### config.mk
export PLATFORM = sky130hd
export DESIGN_NAME = ars_ctrl
export DESIGN_NICKNAME = d
export VERILOG_FILES = /design/src/hw/rtl/ars_pkg.sv /design/src/hw/rtl/ars_ctrl.sv
export VERILOG_INCLUDE_DIRS = /design/src /design/src/hw/rtl
export SDC_FILE = /design/constraint.sdc
export NUM_CORES = 1
export LEC_CHECK = 0
export BUFFER_PORTS_ARGS = -buffer_cell sky130_fd_sc_hd__buf_2
export CORE_UTILIZATION = 52
export DETAILED_ROUTE_END_ITERATION = 8
export GPL_TIMING_DRIVEN = 1
export PLACE_DENSITY = 0.73
export SLEW_MARGIN = 20
export SYNTH_ARGS = -nofsm -noshare
export SYNTH_HDL_FRONTEND = slang
export SYNTH_SLANG_ARGS = --single-unit
### constraint.sdc
create_clock -name aclk -period 3.4 [get_ports aclk]
set_input_delay 0.34 -clock aclk [delete_from_list [all_inputs] [get_ports aclk]]
set_output_delay 0.34 -clock aclk [all_outputs]
set_load 0.1 [all_outputs]
### src/hw/rtl/assignment_reduction_solver_macros.svh
// Assertion macros shared by the assignment reduction solver RTL.
// No dependencies; included by modules that carry assertions.
`ifndef ASSIGNMENT_REDUCTION_SOLVER_MACROS_SVH
`define ASSIGNMENT_REDUCTION_SOLVER_MACROS_SVH

// same-cycle implication, checked out of reset
`define ARS_ASSERT_NOW(label, clk, rstn, ante, cons, msg) \
    label: assert property (@(posedge clk) disable iff (!rstn) (ante) |-> (cons)) \
        else $error(msg);

// next-cycle implication, checked out of reset
`define ARS_ASSERT_NEXT(label, clk, rstn, ante, cons, msg) \
    label: assert property (@(posedge clk) disable iff (!rstn) (ante) |=> (cons)) \
        else $error(msg);

`endif

### src/hw/rtl/ars_pkg.sv
// Package for the assignment reduction solver: defaults, FSM and step codes,
// memory control struct. No dependencies.
`timescale 1ns / 1ps

package ars_pkg;

    localparam int MAX_N_DEF     = 16;
    localparam int COST_BITS_DEF = 16;

    typedef enum logic [3:0] {
        S_IDLE,
        S_COPY_RD,
        S_COPY_WR,
        S_PASS,
        S_LINE,
        S_SCAN_RD,
        S_SCAN_USE,
        S_LINE_END,
        S_SUB_RD,
        S_SUB_WR,
        S_NEXT_LINE,
        S_OUT
    } state_t;

    typedef enum logic [1:0] {
        STEP_ROW_RED,
        STEP_COL_RED,
        STEP_ROW_ZERO,
        STEP_COL_ZERO
    } step_t;

    typedef struct packed {
        logic copy_rd;
        logic work_rd;
        logic work_wr;
    } mem_ctl_t;

endpackage

### src/hw/rtl/ars_ctrl.sv
// Solve sequencer: copy, row/column reduction and single-zero passes over the
// work memory, then one result word per row. Depends on ars_pkg, macros header.
`timescale 1ns / 1ps

`include "assignment_reduction_solver_macros.svh"

module ars_ctrl #(
    parameter int MAX_N     = ars_pkg::MAX_N_DEF,
    parameter int COST_BITS = ars_pkg::COST_BITS_DEF
) (
    input  logic                           aclk,
    input  logic                           aresetn,
    input  logic                           start,
    input  logic [$clog2(MAX_N)-1:0]       n_last,
    output logic                           idle,
    output ars_pkg::mem_ctl_t              ctl,
    output logic [2*$clog2(MAX_N)-1:0]     addr,
    output logic [COST_BITS-1:0]           work_wdata,
    input  logic [COST_BITS-1:0]           cost_rdata,
    input  logic [COST_BITS-1:0]           work_rdata,
    output logic                           m_tvalid,
    input  logic                           m_tready,
    output logic [3:0]                     worker_row,
    output logic [3:0]                     job_col,
    output logic                           assigned,
    output logic                           last
);
    import ars_pkg::*;

    localparam int IDX_W  = $clog2(MAX_N);
    localparam int ADDR_W = 2 * IDX_W;
    localparam int PASS_W = IDX_W + 1;

    state_t               state_reg, state_next;
    step_t                step_reg, step_next;
    logic [IDX_W-1:0]     line_reg, line_next;
    logic [IDX_W-1:0]     k_reg, k_next;
    logic                 any_reg, any_next;
    logic [COST_BITS-1:0] mn_reg, mn_next;
    logic [1:0]           cnt_reg, cnt_next;
    logic [IDX_W-1:0]     hit_reg, hit_next;
    logic [PASS_W-1:0]    pass_reg, pass_next;
    logic [ADDR_W-1:0]    copy_reg, copy_next;
    logic [MAX_N-1:0]     row_act_reg, row_act_next;
    logic [MAX_N-1:0]     col_act_reg, col_act_next;
    logic [MAX_N-1:0]     row_asg_reg, row_asg_next;
    logic [IDX_W-1:0]     asg_col_reg [MAX_N];
    logic [IDX_W-1:0]     out_row_reg, out_row_next;
    logic                 out_valid_reg, out_valid_next;
    logic [IDX_W-1:0]     out_rowd_reg;
    logic [IDX_W-1:0]     out_col_reg;
    logic                 out_asg_reg;
    logic                 out_last_reg;

    logic                 row_kind;
    logic                 line_act;
    logic                 cross_act;
    logic                 k_end;
    logic                 line_end;
    logic                 pass_done;
    logic                 do_retire;
    logic [IDX_W-1:0]     ret_row;
    logic [IDX_W-1:0]     ret_col;
    logic                 out_load;
    logic [IDX_W+3:0]     row_ext;
    logic [IDX_W+3:0]     col_ext;

    assign row_kind  = (step_reg == STEP_ROW_RED) || (step_reg == STEP_ROW_ZERO);
    assign line_act  = row_kind ? row_act_reg[line_reg] : col_act_reg[line_reg];
    assign cross_act = row_kind ? col_act_reg[k_reg] : row_act_reg[k_reg];
    assign k_end     = (k_reg == n_last);
    assign line_end  = (line_reg == n_last);
    assign pass_done = (row_act_reg == '0) || (pass_reg == PASS_W'(n_last) + 1'b1);
    assign do_retire = (state_reg == S_LINE_END) && (cnt_reg == 2'd1)
                       && ((step_reg == STEP_ROW_ZERO) || (step_reg == STEP_COL_ZERO));
    assign ret_row   = row_kind ? line_reg : hit_reg;
    assign ret_col   = row_kind ? hit_reg : line_reg;
    assign out_load  = (state_reg == S_OUT) && (!out_valid_reg || m_tready);

    // next state
    always_comb begin
        state_next = state_reg;
        case (state_reg)
            S_IDLE:      if (start) state_next = S_COPY_RD;
            S_COPY_RD:   state_next = S_COPY_WR;
            S_COPY_WR:   state_next = (copy_reg == '1) ? S_PASS : S_COPY_RD;
            S_PASS:      state_next = pass_done ? S_OUT : S_LINE;
            S_LINE:      state_next = line_act ? S_SCAN_RD : S_NEXT_LINE;
            S_SCAN_RD:   state_next = S_SCAN_USE;
            S_SCAN_USE:  state_next = k_end ? S_LINE_END : S_SCAN_RD;
            S_LINE_END: begin
                if (((step_reg == STEP_ROW_RED) || (step_reg == STEP_COL_RED))
                    && any_reg && (mn_reg != '0)) begin
                    state_next = S_SUB_RD;
                end else begin
                    state_next = S_NEXT_LINE;
                end
            end
            S_SUB_RD: begin
                if (cross_act) begin
                    state_next = S_SUB_WR;
                end else if (k_end) begin
                    state_next = S_NEXT_LINE;
                end
            end
            S_SUB_WR:    state_next = k_end ? S_NEXT_LINE : S_SUB_RD;
            S_NEXT_LINE: begin
                if (line_end && (step_reg == STEP_COL_ZERO)) begin
                    state_next = S_PASS;
                end else begin
                    state_next = S_LINE;
                end
            end
            S_OUT:       if (out_load && (out_row_reg == n_last)) state_next = S_IDLE;
            default:     state_next = S_IDLE;
        endcase
    end

    // memory control outputs
    always_comb begin
        ctl        = '0;
        addr       = row_kind ? {line_reg, k_reg} : {k_reg, line_reg};
        work_wdata = work_rdata - mn_reg;
        case (state_reg)
            S_COPY_RD: begin
                ctl.copy_rd = 1'b1;
                addr        = copy_reg;
            end
            S_COPY_WR: begin
                ctl.work_wr = 1'b1;
                addr        = copy_reg;
                work_wdata  = cost_rdata;
            end
            S_SCAN_RD: ctl.work_rd = 1'b1;
            S_SUB_RD:  ctl.work_rd = cross_act;
            S_SUB_WR:  ctl.work_wr = 1'b1;
            default:   ctl = '0;
        endcase
    end

    // datapath next values
    always_comb begin
        step_next      = step_reg;
        line_next      = line_reg;
        k_next         = k_reg;
        any_next       = any_reg;
        mn_next        = mn_reg;
        cnt_next       = cnt_reg;
        hit_next       = hit_reg;
        pass_next      = pass_reg;
        copy_next      = copy_reg;
        row_act_next   = row_act_reg;
        col_act_next   = col_act_reg;
        row_asg_next   = row_asg_reg;
        out_row_next   = out_row_reg;
        out_valid_next = out_valid_reg && !m_tready;
        case (state_reg)
            S_IDLE: begin
                if (start) begin
                    copy_next    = '0;
                    pass_next    = '0;
                    row_asg_next = '0;
                    for (int i = 0; i < MAX_N; i++) begin
                        row_act_next[i] = (IDX_W'(i) <= n_last);
                        col_act_next[i] = (IDX_W'(i) <= n_last);
                    end
                end
            end
            S_COPY_WR: copy_next = copy_reg + 1'b1;
            S_PASS: begin
                step_next    = STEP_ROW_RED;
                line_next    = '0;
                out_row_next = '0;
                if (!pass_done) begin
                    pass_next = pass_reg + 1'b1;
                end
            end
            S_LINE: begin
                k_next   = '0;
                any_next = 1'b0;
                cnt_next = 2'd0;
            end
            S_SCAN_USE: begin
                if (cross_act) begin
                    if (!any_reg || (work_rdata < mn_reg)) begin
                        mn_next  = work_rdata;
                        any_next = 1'b1;
                    end
                    if ((work_rdata == '0) && (cnt_reg != 2'd2)) begin
                        cnt_next = cnt_reg + 1'b1;
                        if (cnt_reg == 2'd0) begin
                            hit_next = k_reg;
                        end
                    end
                end
                if (!k_end) begin
                    k_next = k_reg + 1'b1;
                end
            end
            S_LINE_END: begin
                k_next = '0;
                if (do_retire) begin
                    row_asg_next[ret_row] = 1'b1;
                    row_act_next[ret_row] = 1'b0;
                    col_act_next[ret_col] = 1'b0;
                end
            end
            S_SUB_RD: begin
                if (!cross_act && !k_end) begin
                    k_next = k_reg + 1'b1;
                end
            end
            S_SUB_WR: begin
                if (!k_end) begin
                    k_next = k_reg + 1'b1;
                end
            end
            S_NEXT_LINE: begin
                if (line_end) begin
                    line_next = '0;
                    case (step_reg)
                        STEP_ROW_RED:  step_next = STEP_COL_RED;
                        STEP_COL_RED:  step_next = STEP_ROW_ZERO;
                        STEP_ROW_ZERO: step_next = STEP_COL_ZERO;
                        default:       step_next = STEP_ROW_RED;
                    endcase
                end else begin
                    line_next = line_reg + 1'b1;
                end
            end
            S_OUT: begin
                if (out_load) begin
                    out_valid_next = 1'b1;
                    out_row_next   = out_row_reg + 1'b1;
                end
            end
            default: begin
                out_valid_next = out_valid_reg && !m_tready;
            end
        endcase
    end

    always_ff @(posedge aclk) begin
        if (!aresetn) begin
            state_reg     <= S_IDLE;
            step_reg      <= STEP_ROW_RED;
            pass_reg      <= '0;
            row_act_reg   <= '1;
            col_act_reg   <= '1;
            row_asg_reg   <= '0;
            out_valid_reg <= 1'b0;
        end else begin
            state_reg     <= state_next;
            step_reg      <= step_next;
            pass_reg      <= pass_next;
            row_act_reg   <= row_act_next;
            col_act_reg   <= col_act_next;
            row_asg_reg   <= row_asg_next;
            out_valid_reg <= out_valid_next;
        end
    end

    always_ff @(posedge aclk) begin
        line_reg    <= line_next;
        k_reg       <= k_next;
        any_reg     <= any_next;
        mn_reg      <= mn_next;
        cnt_reg     <= cnt_next;
        hit_reg     <= hit_next;
        copy_reg    <= copy_next;
        out_row_reg <= out_row_next;
        if (do_retire) begin
            asg_col_reg[ret_row] <= ret_col;
        end
        if (out_load) begin
            out_rowd_reg <= out_row_reg;
            out_asg_reg  <= row_asg_reg[out_row_reg];
            out_col_reg  <= row_asg_reg[out_row_reg] ? asg_col_reg[out_row_reg] : '0;
            out_last_reg <= (out_row_reg == n_last);
        end
    end

    assign row_ext    = {4'b0, out_rowd_reg};
    assign col_ext    = {4'b0, out_col_reg};
    assign idle       = (state_reg == S_IDLE);
    assign m_tvalid   = out_valid_reg;
    assign worker_row = row_ext[3:0];
    assign job_col    = col_ext[3:0];
    assign assigned   = out_asg_reg;
    assign last       = out_last_reg;

    `ARS_ASSERT_NOW(a_retired_inactive, aclk, aresetn, 1'b1, (row_asg_reg & row_act_reg) == '0, "assigned row still active")
    `ARS_ASSERT_NOW(a_pass_bound, aclk, aresetn, 1'b1, pass_reg <= PASS_W'(n_last) + 1'b1, "pass count beyond matrix size")
    `ARS_ASSERT_NOW(a_wr_after_rd, aclk, aresetn, ctl.work_wr, $past(ctl.work_rd || ctl.copy_rd), "work write without preceding read")

endmodule

==> results of run 1 <==
worst paths after layout:
kind / slack (ns) / from / endpoint
min reg2reg: 0.44 / row_asg_reg[10] / row_asg_reg[10]
min: 0.12 / work_rdata[0] / mn_reg[0]
max: 0.1 / mn_reg[4] / work_wdata[15]
max reg2reg: 0.37 / step_reg[0] / mn_reg[7]
per-stage QoR:
stage          total power [mW]  hold slack (ns)  std cells  worst slack [ns]  setup TNS [ns]
2_1_floorplan              3.22            0.422        884            -0.155          -0.351
3_3_place_gp               3.45            0.434       1167             0.333               0
3_5_place_dp               3.46            0.433       1167             0.325               0
4_1_cts                    5.46           0.0944       1200            0.0124               0
5_1_grt                    5.64            0.101       1203           -0.0323         -0.0799
6_report                   5.47            0.116       1203            0.0982               0
cells by family (layout without fill, tap and decap cells):
logic type / count (synthesis) / count (layout) / share of synthesized area
xor+xnor: 44 / 44 / 0.0407
compound gates: 191 / 191 / 0.128
buf+inv: 86 / 176 / 0.0346
simple gates: 308 / 308 / 0.157
fa+ha+maj: 32 / 32 / 0.0430
mux: 46 / 46 / 0.100
flops: 177 / 177 / 0.497
Yosys cell counts, types with 10 or more instances:
cell type	count	area (um2)
xnor2_1	23	201
nor2b_1	12	75.1
nand2_1	78	293
a31o_2	14	123
nand3_1	28	140
and2_1	18	113
mux4_2	39	878
xor2_1	21	184
edfxtp_1	117	3510
o211ai_1	12	90.1
o21ai_0	42	210
nor3_1	10	50.1
nor4_1	18	113
inv_1	40	150
nand2b_1	11	68.8
a21oi_1	61	305
clkbuf_1	35	131
nor2_1	96	360
a31oi_1	10	62.6
ha_1	31	388
dfxtp_1	60	1200
timing repair:
action | in CTS | in global routing
pin swaps | 1 | 11
gates resized for setup | 12 | 28
buffers inserted | 1 | 4
setup endpoints to repair | 4 | 6
layer usage:
| layer | track usage | wire length (um) | vias to the layer above |
|---|---|---|---|
| li1 | - | - | 3424 |
| met1 | 0.382 | 10500 | 3538 |
| met2 | 0.426 | 11500 | 324 |
| met3 | 0.0544 | 1820 | 52 |
| met4 | 0.0928 | 600 | 0 |
| met5 | 0 | 0 | - |
power by group:
group	internal, mW	leakage [nW]	switching [mW]	total (mW)
logic	0.309	2.27	0.714	1.02
clock network	1.11	0.290	0.901	2.01
registers	2.34	1.56	0.0878	2.43
total	3.76	4.12	1.70	5.47
final cells by class:
cell class | instances | area share
multi-input combinational | 621 | 0.428
clock inverter | 14 | 0.0152
clock buffer | 18 | 0.0382
sequential | 177 | 0.420
tap | 229 | 0.0255
timing repair buffer | 102 | 0.0590
inverter | 42 | 0.0140
==> flow_summary.toml, run 1 <==
[cts]
clockRootBuffer = "clkbuf_16"
cts_inserted_buffers = 17
htreeDepth = 4
clockBufferDepth = 2
clk_pin_slew_ns = 0.07
postCtsHoldBufs = 0
clock-sinks = 177
clock_latency_ns = 0.44
cts_tree = "built"

[global_route]
gr-total-overflow = 0
grt_pass1_vias = 6951
grt_pass1_wl_um = 38100
grt_antenna_before_repair = 0
track_usage = 0.274
grt_max_degree = 42

[layout]
nets = 1033
antenna_cells = 0
fillCellCount = 1427
syn2layout_area_growth_pct = 18.4
fin_util = 0.627
seq_area_um2 = 4710
mostFrequentLayoutCell = "edfxtp_1"
post-route-cell-area_um2 = 11200
drive_gt1_frac = 0.249
largest_reg_flops = 64
final_cell_mix = "edfxtp_1, nor2_1, nand2_1, buf_2, dfxtp_1"
multiInputGateArea_um2 = 4800

[setup_path]
cp_max_fo = 5
startpoint_type = "flop"
critical_path.top_delay_family = "simple AND/OR/NAND/NOR gates"
endpoint_kind = "primary output"
cp_num_buf_inv = 2
critPathMaxStageDelay_ns = 0.50
crit_arrival_ns = 2.96
cp.required_ns = 3.06
cp.depth = 10
worstSetupPathType = "flop to primary output"
cpMaxStageDelayCell = "or4_4"
rr_worst_depth = 10
worstPathCellList = "inv_2 > ha_4 > a21o_1 > nor3b_2 > or4_4 > a31o_2 > a31oi_4 > nand4b_1 > nand3_2 > buf_12"

[sta]
fin_crit_sh = 0.971
worst_pin_slew_ns = 0.763
hold_viol = 0
relSlewSlack = 0.486
report.final.slew_viol_count = 0
max_freq_mhz = 303
clock_skew_ns = 0.0105
setup_viol = 0
post-route-min-period_ns = 3.30

[detailed_routing]
drcViolationCount = 0
wirelength_um = 24400
via_count = 7338
viasPerCell = 6.10
first_pass_iters = 5
wl_per_cell_um = 20.3
ant_nets = 0
drtIter0Drc = 711

[run_status]
outcome = "finished clean"

[placed_design]
placed_area_um2 = 10400
dpl.hpwl_um = 17700
gp_congestion = 0.928
port_buffers = 78

[synthesis]
ys_types = 61
syn_inst = 884
async_reset_ff_frac = 0
ys_warn_count = 0
synth_ff_type = "edfxtp_1"
syn_area_per_cell_um2 = 10.7
synth-seq-area-share = 0.497
synth_edf_count = 117
ys_ff_latch = 177
synth_nets = 956
syn-cell-area_um2 = 9480

[power_and_ir_drop]
power_density_nw_per_um2 = 487
p_leak_nw = 4.12
vdd_drop_max_uv = 377

[floorplan]
dieWidth_um = 137
core-area_um2 = 17900
ios = 79
die_h_um = 137
die_area_um2 = 18800
initial_core_util = 0.529
num_rows = 49

[hold_path]
worst_hold_path_type = "primary input to flop"
hold-path-cell-count = 1

[flow_run]
cap_violations = 0
No activity file was read; power rests on OpenSTA's default activity.
==> run 2: changes to the inputs <==
- RECOVER_POWER: not set -> 25
==> flow_summary.toml, run 2 (same netlist as run 1, synthesis figures left out) <==
[run_status]
outcome = "finished clean"

[detailed_routing]
first_pass_iters = 5
viasPerCell = 6.09
drtIter0Drc = 693
via_count = 7329
wirelength_um = 24400
wl_per_cell_um = 20.3
drcViolationCount = 0
ant_nets = 0

[placed_design]
dpl.hpwl_um = 17700
port_buffers = 78
gp_congestion = 0.928
placed_area_um2 = 10400
place_ws_ns = 0.325
dpl.cell_count = 1167

[floorplan]
core-area_um2 = 17900
die_area_um2 = 18800
initial_core_util = 0.529
die_h_um = 137
num_rows = 49
dieWidth_um = 137
ios = 79

[layout]
fin_util = 0.624
post-route-cell-area_um2 = 11200
final_cell_mix = "edfxtp_1, nor2_1, nand2_1, dfxtp_1, a21oi_1"
fin_cells = 1203
drive_gt1_frac = 0.217
mostFrequentLayoutCell = "edfxtp_1"
largest_reg_flops = 64
fillCellCount = 1445
antenna_cells = 0
nets = 1033
syn2layout_area_growth_pct = 17.9

[setup_path]
rr_endpoint = "mn_reg[13]"
crit_arrival_ns = 2.96
cp.required_ns = 3.06
critPathMaxStageDelay_ns = 0.50
worstSetupPathType = "flop to primary output"
endpoint_kind = "primary output"
critical_path.top_delay_family = "simple AND/OR/NAND/NOR gates"
cp_num_buf_inv = 2
cpMaxStageDelayCell = "or4_4"
cp_max_fo = 5
r2r_slack_ns = 0.38
startpoint_type = "flop"
rr_worst_depth = 10
worstPathCellList = "inv_2 > ha_4 > a21o_1 > nor3b_2 > or4_4 > a31o_2 > a31oi_4 > nand4b_1 > nand3_2 > buf_12"
regToRegStartpoint = "step_reg[0]"

[sta]
setup_viol = 0
report.final.slew_viol_count = 0
clock_skew_ns = 0.0108
fin_crit_sh = 0.971
worst_pin_slew_ns = 1.32
hold_viol = 0
worst_slack_ns = 0.0981
relSlewSlack = 0.118
max_freq_mhz = 303
post-route-min-period_ns = 3.30

[power_and_ir_drop]
combPwrFrac = 0.186
power_density_nw_per_um2 = 489
finalPower_mw = 5.46
power.switching_mw = 1.70
power.internal_mw = 3.76
p_sw_frac = 0.312
clock_power_share = 0.369
p_leak_nw = 4.02
p_seq_frac = 0.445
vdd_drop_max_uv = 381

[flow_run]
cap_violations = 0

[global_route]
gr-total-overflow = 0
track_usage = 0.274
grt_max_degree = 42
grt_pass1_vias = 6951
grt_pass1_wl_um = 38100
grt_antenna_before_repair = 0

[cts]
clockRootBuffer = "clkbuf_16"
htreeDepth = 4
postCtsHoldBufs = 0
cts_inserted_buffers = 17
clock-sinks = 177
clk_pin_slew_ns = 0.07
cts_tree = "built"
clockBufferDepth = 2
clock_latency_ns = 0.44

[hold_path]
hold_start = "work_rdata[0]"
hold_path_end = "mn_reg[0]"
hold-path-cell-count = 1
worst_hold_path_type = "primary input to flop"
[run 2: cell types whose count changed in the layout (fill, tap and decap cells not counted)]
cell	delta
clkbuf_1	+32
and2_0	+3
and2_1	-3
buf_2	-28
buf_4	-4
[run 2: timing repair]
action | 4_1_cts | 5_1_grt
gates resized for setup | 12 | 28
pin swaps | 1 | 11
setup endpoints to repair | 4 | 6
setup buffers | 1 | 4
[run 2: final cells by class]
class	count	area, um2	share of cell area
repair buffers	102	612	0.0548
multi-input cells	621	4800	0.430
clock buffers	18	429	0.0384
inverters	42	158	0.0141
flip-flops and latches	177	4710	0.422
clock inverters	14	170	0.0152
well taps	229	287	0.0256
[run 2: worst max-delay path by stage]
stage	from	end	slack [ns]	depth (start not counted)
2_1_floorplan	mn_reg[0]	work_wdata[2]	-0.16	4
6_report	mn_reg[4]	work_wdata[15]	0.1	10
5_1_grt	mn_reg[4]	work_wdata[14]	-0.03	10
3_5_place_dp	work_rdata[0]	work_wdata[12]	0.33	13
3_3_place_gp	work_rdata[0]	work_wdata[12]	0.33	13
4_1_cts	mn_reg[4]	work_wdata[15]	0.01	10
[run 2: worst reg2reg max path, cell delays in order, from the launching register on]
cell	delay, ns
dfxtp_1	0.36
inv_1	0.09
ha_1	0.26
o21ai_1	0.37
a211oi_1	0.09
nor4_1	0.49
nor3_4	0.12
buf_4	0.17
a221oi_1	0.27
o31a_1	0.31
buf_12	0.19
[run 2: layer usage]
layer  global-route usage  up-vias  routed length (um)
li1                     -     3418                   -
met5                    0        -                   0
met2                0.426      303               11600
met4               0.0928        0                 596
met1                0.382     3557               10500
met3               0.0544       51                1700
[run 2: power by group through the flow]
stage          Sequential (mW)  Clock, mW  Combinational (mW)
2_1_floorplan             2.43          0               0.788
3_3_place_gp              2.47          0               0.982
3_5_place_dp              2.47          0               0.990
4_1_cts                   2.43       2.04               0.996
5_1_grt                   2.44       2.12                1.08
6_report                  2.43       2.01                1.02
[run 2: through the flow]
step	hold slack, ns	TNS [ns]
floorplan	0.422	-0.351
global placement	0.434	0
detailed placement	0.433	0
CTS	0.0944	0
global route	0.150	-0.0799
finish	0.164	0
==> run 3: changes to the inputs <==
- CORE_UTILIZATION: 52 -> 38
- PLACE_DENSITY: 0.73 -> 0.57
==> flow_summary.toml, run 3 (same netlist as run 1, synthesis figures left out) <==
[setup_path]
cp.required_ns = 3.06
endpoint_kind = "primary output"
startpoint_type = "flop"
regToRegStartpoint = "k_reg[0]"
cp-startpoint = "mn_reg[0]"
crit_arrival_ns = 2.99
worstSetupPathType = "flop to primary output"
r2r_slack_ns = 0.37
cp_max_fo = 3

[detailed_routing]
ant_nets = 0
drcViolationCount = 0
wl_per_cell_um = 19.3
first_pass_iters = 5
wirelength_um = 25100
drtIter0Drc = 610
via_count = 7165
viasPerCell = 5.49

[floorplan]
dieWidth_um = 160
num_rows = 57
ios = 79
die_h_um = 160
die_area_um2 = 25600
core-area_um2 = 24400
initial_core_util = 0.389

[cts]
postCtsHoldBufs = 0
clock-sinks = 177
clockRootBuffer = "clkbuf_16"
clock_latency_ns = 0.45
cts_tree = "built"
cts_inserted_buffers = 17
clk_pin_slew_ns = 0.09
htreeDepth = 4
clockBufferDepth = 2

[layout]
syn2layout_area_growth_pct = 19.5
largest_reg_flops = 64
nets = 1039
drive_gt1_frac = 0.236
post-route-cell-area_um2 = 11300
mostFrequentLayoutCell = "edfxtp_1"
final_cell_mix = "edfxtp_1, nor2_1, nand2_1, dfxtp_1, buf_2"
antenna_cells = 0

[placed_design]
place_ws_ns = 0.220
placed_area_um2 = 10500
gp_congestion = 0.847
port_buffers = 78
dpl.hpwl_um = 18500

[sta]
worst_pin_slew_ns = 0.926
relSlewSlack = 0.382
grt_setup_unrepaired = "true"
clock_skew_ns = 0.0180
post-route-min-period_ns = 3.33
worst_slack_ns = 0.0687
max_freq_mhz = 300
fin_crit_sh = 0.980
setup_viol = 0
report.final.slew_viol_count = 0
hold_viol = 0

[flow_run]
cap_violations = 0

[global_route]
grt_max_degree = 42
grt_pass1_wl_um = 39800
gr-total-overflow = 0
track_usage = 0.202
grt_antenna_before_repair = 0
grt_pass1_vias = 6935

[power_and_ir_drop]
p_leak_nw = 4.11
vdd_drop_max_uv = 298
power_density_nw_per_um2 = 487

[hold_path]
hold_start = "work_rdata[8]"
worst_hold_path_type = "primary input to flop"

[run_status]
outcome = "finished clean"
==> run 3: path summary, 6_finish.rpt <==
path / endpoint / cells past startpoint
max: work_wdata[12] / 10
min: mn_reg[8] / 1
max reg2reg: k_reg[0] / 7
min reg2reg: row_asg_reg[8] / 2
==> run 3: area by class of cell <==
class / instances / area (um2)
Clock inverter: 15 / 209
Inverter: 42 / 158
Fill cell: 2340 / 13100
Clock buffer: 17 / 425
Sequential cell: 177 / 4710
Timing Repair Buffer: 108 / 687
Tap cell: 324 / 405
Multi-Input combinational cell: 621 / 4730
==> run 3: worst max-delay path, cell delays in order, from the launching register on <==
cell and delay, ns:
edfxtp_1 0.42, ha_1 0.23, fa_2 0.38, nor2b_4 0.14, o211ai_1 0.10, o211ai_1 0.24
a2111oi_4 0.15, or2_2 0.34, xor2_1 0.16, a21oi_2 0.17, buf_12 0.20
==> run 3: stage by stage <==
step                cells   util  total power [mW]  hold slack [ns]  setup TNS, ns
floorplan             884      -              3.22            0.422         -0.351
global placement     1264  0.431              3.47            0.435              0
detailed placement   1264  0.431              3.47            0.437              0
CTS                  1299  0.459              5.53           0.0880              0
global route         1304  0.464              5.68            0.157         -0.159
finish               1304  0.464              5.51            0.149              0
==> run 3: routing by layer <==
metal / vias up / part of all wire / routed length (um) / GRT usage
met4: 0 / 0.012 / 295 / 0.0519
met5: - / 0 / 0 / 0
met1: 3455 / 0.48 / 12100 / 0.299
met2: 243 / 0.44 / 11200 / 0.304
met3: 26 / 0.064 / 1620 / 0.0364
li1: 3441 / - / - / -
==> run 3: repair_timing <==
action	CTS	global route
setup buffers	3	5
endpoints found under the setup margin	4	6
gates resized for setup	10	18
pin swaps	0	11
==> run 3: where the power goes <==
group,internal (mW),total (mW),leakage [nW],switching [mW]
sequential,2.34,2.43,1.56,0.0904
combinational,0.300,1.01,2.25,0.707
clock,1.03,2.07,0.306,1.04
